**config.mk**
```make
export PLATFORM = sky130hd
export DESIGN_NAME = pss_front
export DESIGN_NICKNAME = d
export VERILOG_FILES = /design/src/design/plucked_string_synth_defines.svh /design/src/design/pss_pkg.sv /design/src/design/pss_front.sv
export SDC_FILE = /design/constraint.sdc
export NUM_CORES = 1
export LEC_CHECK = 0
export ABC_CLOCK_PERIOD_IN_PS = 2700
export BUFFER_PORTS_ARGS = -buffer_cell sky130_fd_sc_hd__buf_2
export CAP_MARGIN = 20
export CORE_MARGIN = 2
export CORE_UTILIZATION = 51
export CTS_CLUSTER_SIZE = 28
export DETAILED_ROUTE_END_ITERATION = 10
export GPL_TIMING_DRIVEN = 0
export HOLD_SLACK_MARGIN = 0.05
export PLACE_DENSITY = 0.89
export SLEW_MARGIN = 10
export SYNTH_ARGS = -nofsm -noshare
export SYNTH_HDL_FRONTEND = slang
export SYNTH_SLANG_ARGS = --single-unit
```
**constraint.sdc**
```tcl
create_clock -name clk -period 2.7 [get_ports clk]
set_clock_uncertainty 0.1 [all_clocks]
set_input_delay 0.135 -clock clk [delete_from_list [all_inputs] [get_ports clk]]
set_output_delay 0.135 -clock clk [all_outputs]
set_load 0.05 [all_outputs]
```
**src/design/plucked_string_synth_defines.svh**
```systemverilog
// assertion macros for the plucked string synthesizer
`ifndef PLUCKED_STRING_SYNTH_DEFINES_SVH
`define PLUCKED_STRING_SYNTH_DEFINES_SVH

`ifndef SYNTH
`define PSS_ASSERT(lbl, prop, msg) \
    lbl: assert property (@(posedge clk) disable iff (!rst_n) prop) else $error(msg);
`define PSS_ASSERT_NEXT(lbl, trig, prop, msg) \
    lbl: assert property (@(posedge clk) disable iff (!rst_n) trig |=> prop) else $error(msg);
`else
`define PSS_ASSERT(lbl, prop, msg)
`define PSS_ASSERT_NEXT(lbl, trig, prop, msg)
`endif

`endif

```
**src/design/pss_pkg.sv**
```systemverilog
// shared types and constants for the plucked string synthesizer
`default_nettype none

package pss_pkg;

    // input beat codes
    localparam logic [1:0] REQ_LOAD  = 2'd0;
    localparam logic [1:0] REQ_PLUCK = 2'd1;
    localparam logic [1:0] REQ_TICK  = 2'd2;

    // configuration register indexes
    localparam logic [2:0] CFG_IDX_PERIOD_LEN     = 3'd0;
    localparam logic [2:0] CFG_IDX_DECAY_GAIN     = 3'd1;
    localparam logic [2:0] CFG_IDX_VOLUME_GAIN    = 3'd2;
    localparam logic [2:0] CFG_IDX_ELECTRIC_MODE  = 3'd3;
    localparam logic [2:0] CFG_IDX_CLIP_THRESHOLD = 3'd4;
    localparam logic [2:0] CFG_IDX_CLIP_VALUE     = 3'd5;
    localparam logic [2:0] CFG_IDX_NOTE_DURATION  = 3'd6;

    // configuration reset values
    localparam logic [10:0] RST_PERIOD_LEN     = 11'd134;
    localparam logic [15:0] RST_DECAY_GAIN     = 16'd65470;
    localparam logic [11:0] RST_VOLUME_GAIN    = 12'd2048;
    localparam logic        RST_ELECTRIC_MODE  = 1'b0;
    localparam logic [7:0]  RST_CLIP_THRESHOLD = 8'd105;
    localparam logic [7:0]  RST_CLIP_VALUE     = 8'd180;
    localparam logic [15:0] RST_NOTE_DURATION  = 16'd44100;

    typedef struct packed {
        logic [1:0] req_type;
        logic [9:0] noise_index;
        logic [7:0] noise_byte;
    } in_beat_t;

    typedef struct packed {
        logic [7:0] sample_out;
        logic [7:0] raw_value;
        logic       last_of_note;
        logic       note_done;
    } out_beat_t;

    typedef struct packed {
        logic [10:0] period_len;
        logic [15:0] decay_gain;
        logic [11:0] volume_gain;
        logic        electric_mode;
        logic [7:0]  clip_threshold;
        logic [7:0]  clip_value;
        logic [15:0] note_duration;
    } cfg_t;

    typedef enum logic [1:0] {
        CMD_LOAD,
        CMD_PLUCK,
        CMD_TICK
    } cmd_op_t;

    typedef struct packed {
        cmd_op_t    op;
        logic [9:0] index;
        logic [7:0] value;
    } cmd_t;

    typedef enum logic [2:0] {
        ST_IDLE,
        ST_COPY,
        ST_RD_A,
        ST_RD_B,
        ST_MUL,
        ST_EMIT
    } back_state_t;

endpackage

`default_nettype wire

```
**src/design/pss_front.sv**
```systemverilog
// input stage: decodes beats into commands and queues them for the back end
`default_nettype none

module pss_front #(
    parameter int MAX_LEN = 1024
) (
    input  wire logic             clk,
    input  wire logic             rst_n,
    input  wire logic             in_valid,
    output logic                  in_ready,
    input  wire pss_pkg::in_beat_t in_data,
    output logic                  cmd_valid,
    input  wire logic             cmd_ready,
    output pss_pkg::cmd_t         cmd
);

    import pss_pkg::*;

    cmd_t       q_reg [2];
    logic       wr_ptr_reg, wr_ptr_next;
    logic       rd_ptr_reg, rd_ptr_next;
    logic [1:0] count_reg, count_next;
    logic       keep;
    cmd_t       dec;
    logic       push, pop;

    // classify: unknown codes and out of range loads are dropped
    always_comb
    begin
        keep      = 1'b0;
        dec.op    = CMD_TICK;
        dec.index = in_data.noise_index;
        dec.value = in_data.noise_byte;
        case (in_data.req_type)
            REQ_LOAD:
            begin
                dec.op = CMD_LOAD;
                keep   = (32'(in_data.noise_index) < 32'(MAX_LEN));
            end
            REQ_PLUCK:
            begin
                dec.op = CMD_PLUCK;
                keep   = 1'b1;
            end
            REQ_TICK:
            begin
                dec.op = CMD_TICK;
                keep   = 1'b1;
            end
            default:
            begin
                keep = 1'b0;
            end
        endcase
    end

    assign in_ready  = (count_reg != 2'd2);
    assign cmd_valid = (count_reg != 2'd0);
    assign cmd       = q_reg[rd_ptr_reg];
    assign push      = in_valid && in_ready && keep;
    assign pop       = cmd_valid && cmd_ready;

    always_comb
    begin
        wr_ptr_next = push ? ~wr_ptr_reg : wr_ptr_reg;
        rd_ptr_next = pop ? ~rd_ptr_reg : rd_ptr_reg;
        count_next  = count_reg + {1'b0, push} - {1'b0, pop};
    end

    always_ff @(posedge clk or negedge rst_n)
    begin
        if (!rst_n)
        begin
            wr_ptr_reg <= 1'b0;
            rd_ptr_reg <= 1'b0;
            count_reg  <= 2'd0;
        end
        else
        begin
            wr_ptr_reg <= wr_ptr_next;
            rd_ptr_reg <= rd_ptr_next;
            count_reg  <= count_next;
        end
    end

    always_ff @(posedge clk)
    begin
        if (push)
        begin
            q_reg[wr_ptr_reg] <= dec;
        end
    end

endmodule

`default_nettype wire

```
Yosys cells after proc, flatten, opt, wreduce, memory -nomap -nowiden
Memories as Yosys holds them, arrays and structs flattened.
Index checks and enable logic that the tools add are counted.
{"block": "totals", "reg_bits": 4, "ramBits": 40, "in_bits": 24, "output_inout_bits": 22, "word_cells": 21, "memories": 1}
{"block": "op_classes", "addsub": 2, "eq_ne": 3, "mux": 4, "n_bitwise": 2, "n_reduce_logical": 6}
{"name": "q_reg", "depth": 2, "word_bits": 20, "read_ports": 1, "rd_ports_with_merged_regs": 0, "wr": 1, "line": "pss_front.sv:19", "rtl": "cmd_t q_reg [2];"}
{"operator": "one-hot mux 2 bit (2 select lines)", "n": 1}
{"operator": "logical AND 1 bit", "n": 3}
{"operator": "2-to-1 mux 1 bit", "n": 3}
{"operator": "OR reduction 3 bit", "n": 1}
{"operator": "adder 2 x 1 -> 2 bit", "n": 1}
{"operator": "equality test 2 x 1 -> 1 bit, second input constant", "n": 1}
{"operator": "equality test 2 bit, second input constant", "n": 1}
{"operator": "logical NOT 2 bit", "n": 1}
{"operator": "!= test 2 bit, second input constant", "n": 1}
{"operator": "inverter 1 bit", "n": 2}
{"operator": "nonzero test 2 bit", "n": 1}
{"operator": "subtractor 2 x 1 -> 2 bit", "n": 1}

Depth between registers and ports, before layout
{"block": "logic_depth", "depth_word": 6, "depth_mapped": 6, "mapped_depth_nobuf": 6}

Least setup slack after synthesis
Ideal clock, no wire load.
{"block": "synth_timing", "kind": "register to register", "startpoint": "register count_reg[0]", "endpoint": "memory q_reg[0][0] in the netlist's numbering, enable pin", "setup_time_ps": 397, "arrival_ps": 1925, "slack_ps": 279, "stages_incl_launch_ff": 4, "n_path_buf": 0, "period_less_slack_ps": 2421, "path_cell_list": "dfrtp_1 nand2b_1 nand2_1 nor2_1"}
{"block": "synth_between", "elab_chain_cells": 5}
{"element": "from (decl)", "line": "pss_front.sv:22", "rtl": "logic [1:0] count_reg, count_next;"}
{"element": "from (signal assigned)", "line": "pss_front.sv:82", "rtl": "count_reg <= count_next;"}
{"element": "!= test 2 bit", "line": "pss_front.sv:57", "rtl": "assign in_ready = (count_reg != 2'd2);"}
{"element": "named net in_ready", "line": "pss_front.sv:10", "rtl": "output logic in_ready,"}
{"element": "logical AND 1 bit (2 in series)", "line": "pss_front.sv:60", "rtl": "assign push = in_valid && in_ready && keep;"}
{"element": "2-to-1 mux 1 bit", "line": "pss_front.sv:88", "rtl": "if (push)"}
{"element": "2-to-1 mux 1 bit (implied by the code)", "line": "pss_front.sv:90", "rtl": "q_reg[wr_ptr_reg] <= dec;"}
{"element": "to (decl)", "line": "pss_front.sv:19"}
The timed path passes the listed nets, and every way through them passes these cells.

Final worst setup path
{"block": "layout_timing", "startpoint": "input in_data[19] in the netlist's numbering", "endpoint": "memory q_reg[0][18] in the netlist's numbering, enable pin"}
{"block": "layout_between", "elab_chain_cells": 6}
{"element": "from (decl)", "line": "pss_front.sv:11", "rtl": "input wire pss_pkg::in_beat_t in_data,"}
{"element": "equality test 2 bit, or another cell as far along", "line": "pss_front.sv:34", "rtl": "case (in_data.req_type)"}
{"element": "OR reduction 3 bit (no line) (*)"}
{"element": "2-to-1 mux 1 bit (*)", "line": "pss_front.sv:34"}
{"element": "logical AND 1 bit (*)", "line": "pss_front.sv:60"}
{"element": "2-to-1 mux 1 bit (*)", "line": "pss_front.sv:88"}
{"element": "2-to-1 mux 1 bit (implied by the code) (*)", "line": "pss_front.sv:90"}
Every way passes the cells marked *; elsewhere a longest branch is shown, timed or not.

==> impl_results.md <==
* Crit path launch type: primary input
* Post-synth EDFFs at 40
* Storage element area at 1300 sq um
* Worst Hold End: q_reg[1][18]
* Sequential-to-total area share from yosys stat at 76.7%
* Cell Rows at 20
* RSZ-0062 raised after global routing: false
* Least-Margin Pin Slew at 0.604 ns
* Port bufs at 45
* Tot GR Track Use at 17.1%
* Synth warnings at 0
* Number of antenna violations at the first check in global routing at 0
* Post-Synthesis Cells at 88
* Post-CTS Setup Repair Bufs at 0
* Relative slew slack at 59.7%
* TritonRoute pass-1 iters at 4
* Sequential share of power at 41.8%
* Via/cell ratio at 4.84
* CTS tree: done
* Clock power frac at 12.1%
* Syn_area_per_cell at 19.3 sq um
* Placer Congestion at 0.694
* Final setup TNS at 0 ns
* Initial core utilization at 54.7%
* Top post-synthesis cells by area: edfxtp_1 71%, mux2_1 10%, dfrtp_1 5.9%
* Yosys cell types at 22
* Number of global-route vias before repair at 1072
* Final Max Slew Viols at 0
* First-pass GRT wire length at 4460 um
* Status: complete, no violations
* Wire per inst at 14.3 um
* Hold-fix buffers, CTS at 22
* Worst Setup Path Type: primary input to flop
* Commonest register cell after synthesis: edfxtp_1
* Core area at 3100 sq um
* Total grt overflow at 0
* Clk slew on worst S/H paths at 0.11 ns
* Final #Nets at 188
* Finished Layout Cells at 207
* WHS Path Cells at 2
* Power density over the cells at 1020 nW/um^2
* Final wirelength at 2960 um
* Placed Instances at 178
* Final setup margin at 0.782 ns
* Peak VDD IR at 0.570 mV
* I/O pins at 46
* Number of routed nets with antenna violations at 0
* Top cell type's share of synthesized area at 70.8%
* Highest clock rate at 0.521 GHz
* Clock root buffer: clkbuf_4
* DRC Markers at 0
* Final period utilization at 71.0%
* Min Tclk post-route at 1.92 ns
* Sw Ratio at 43.4%
* Max reg flops at 40
* HP Start: in_data[18]
* FF-to-FF setup slack at 0.85 ns
* Mapped Area at 1700 sq um
* Max-Cap Viols at 0
* Largest net degree at the start of global routing at 21
* Worst slack on hold paths at 0.0699 ns
* Initial DRC Count at 23
* HP Class: primary input to flop
* Multi-input logic area at 384 sq um
* Int Power at 1.30 mW
* Critical R2R Launch: count_reg[0]
* Fillers at 221
* Worst setup EP type: flop
* Die ar. at 3800 sq um
* Post-synth top cells: 40 x edfxtp_1, 15 x mux2_1, 5 x mux2_2
* Clock sinks at 44
* Chip Height at 61.7 um
* Final Hold Vio Count at 0
* CP max stage cell: dlygate4sd3_1
* Pre-CTS setup slack at 0.845 ns
* Dpl hpwl at 1950 um
* Req. time, crit path at 2.66 ns
* Count leader, synth: edfxtp_1
* Comb pwr share at 46.1%
* Arrival @ worst endpoint at 1.87 ns
* Mapped Nets at 113
* Post-CTS resize count at 0
* H-tree levels at 2
* CTS Buffer Depth at 2
* Synth area leader: edfxtp_1
* Ratio of cells with drive above 1 in the final layout at 39.9%
* Yosys reg bits at 44
* Async SR Flop Fraction at 9.09%
* Switching pwr at 0.996 mW
* Antenna cells at 0
* Die Span X at 61.7 um
* Worst-path fanout max at 11
* Critical-path cell list: dlygate4sd3_1 -> buf_2 -> a21boi_4 -> nand2_1 -> nor2_2 -> buf_6
* CTS buffer count at 5
* Final setup fails at 0
* Leakage at 0.877 nW
* Largest stage delay on the critical path at 0.53 ns
* Area Growth Syn to Fin at 33.0%
* Reg-to-Reg End: q_reg[0][18]
* Worst-Skew Late Latency at 0.33 ns
* Reg2Reg Depth at 4
* Via count at 1001
-- critical path: cells and delay by family --
family | cells | cell delay [ns]
AO/OA/AOI/OAI | 1 | 0.20
buffers and inverters | 3 | 0.92
AND/OR/NAND/NOR | 2 | 0.62
-- worst max path at each step --
stage | from | to | cells after the start
floorplan | count_reg[0] | q_reg[0][0] | 3
global placement | count_reg[0] | q_reg[0][13] | 3
detailed placement | count_reg[0] | q_reg[0][12] | 4
CTS | in_data[19] | q_reg[0][18] | 6
global route | in_data[19] | q_reg[0][18] | 6
finish | in_data[19] | q_reg[0][18] | 6
-- power by group through the flow --
| stage | clock network [mW] | logic [mW] | registers (mW) |
|---|---|---|---|
| CTS | 0.291 | 1.07 | 0.962 |
| global route | 0.314 | 1.12 | 0.975 |
| finish | 0.278 | 1.06 | 0.961 |
| floorplan | 0 | 0.819 | 0.959 |
| detailed placement | 0 | 1.04 | 0.978 |
| global placement | 0 | 1.01 | 0.967 |
-- routing by layer --
metal / routed length (um) / share of wire [%] / global-route usage (%) / vias to the layer above
met2: 1570 / 53 / 30.7 / 31
met4: 61 / 2.1 / 8.51 / 0
met1: 1160 / 39 / 17.4 / 480
met5: 0 / 0 / 0 / -
met3: 170 / 5.7 / 6.30 / 8
li1: - / - / - / 482
-- cell usage in the layout (no fill, tap or decap) --
master         count
nor3_2             1
buf_2             47
buf_6              1
nor2b_4            1
clkinv_2           1
nor2_2             1
nand2b_1           1
xor2_1             1
a21oi_1            2
mux2_1            15
nand2_1            3
o21ai_0            1
xnor2_1            2
nor3b_1            1
and2b_2            1
dlygate4sd3_1     22
mux2_2             5
clkbuf_1           2
nand3_1            1
ha_1               1
a21boi_4           1
nor2_1             1
and3_2             1
dfrtp_1            4
clkbuf_4           5
or2_1              1
edfxtp_1          40
-- per-stage QoR --
step / util [%] / instance area (sq um) / total power, mW
floorplan: - / 1700 / 1.78
global placement: 63.7 / 1980 / 1.97
detailed placement: 64.2 / 1990 / 2.02
CTS: 72.7 / 2260 / 2.32
global route: 72.7 / 2260 / 2.41
finish: 72.7 / 2260 / 2.30
-- cell type report --
class                   count  share of cell area [%]
multi-input cells          41                    17.0
plain buffers               3                   0.610
clock buffers               6                    1.83
repair buffers             68                    20.2
flip-flops and latches     44                    57.6
clock inverters             1                   0.222
well taps                  44                    2.44
-- cell families (layout without fill, tap and decap cells) --
group | after synthesis | count (layout) | synth area share, %
adders and majority gates | 1 | 1 | 0.737
muxes | 20 | 20 | 13.3
xor gates and xnor gates | 3 | 3 | 1.55
and+or+nand+nor | 13 | 13 | 4.94
DFF | 44 | 44 | 76.7
AOI/OAI and AO/OA | 4 | 4 | 1.99
buffers and inverters | 3 | 78 | 0.811
Note: power is estimated with default switching activity, not from simulation.
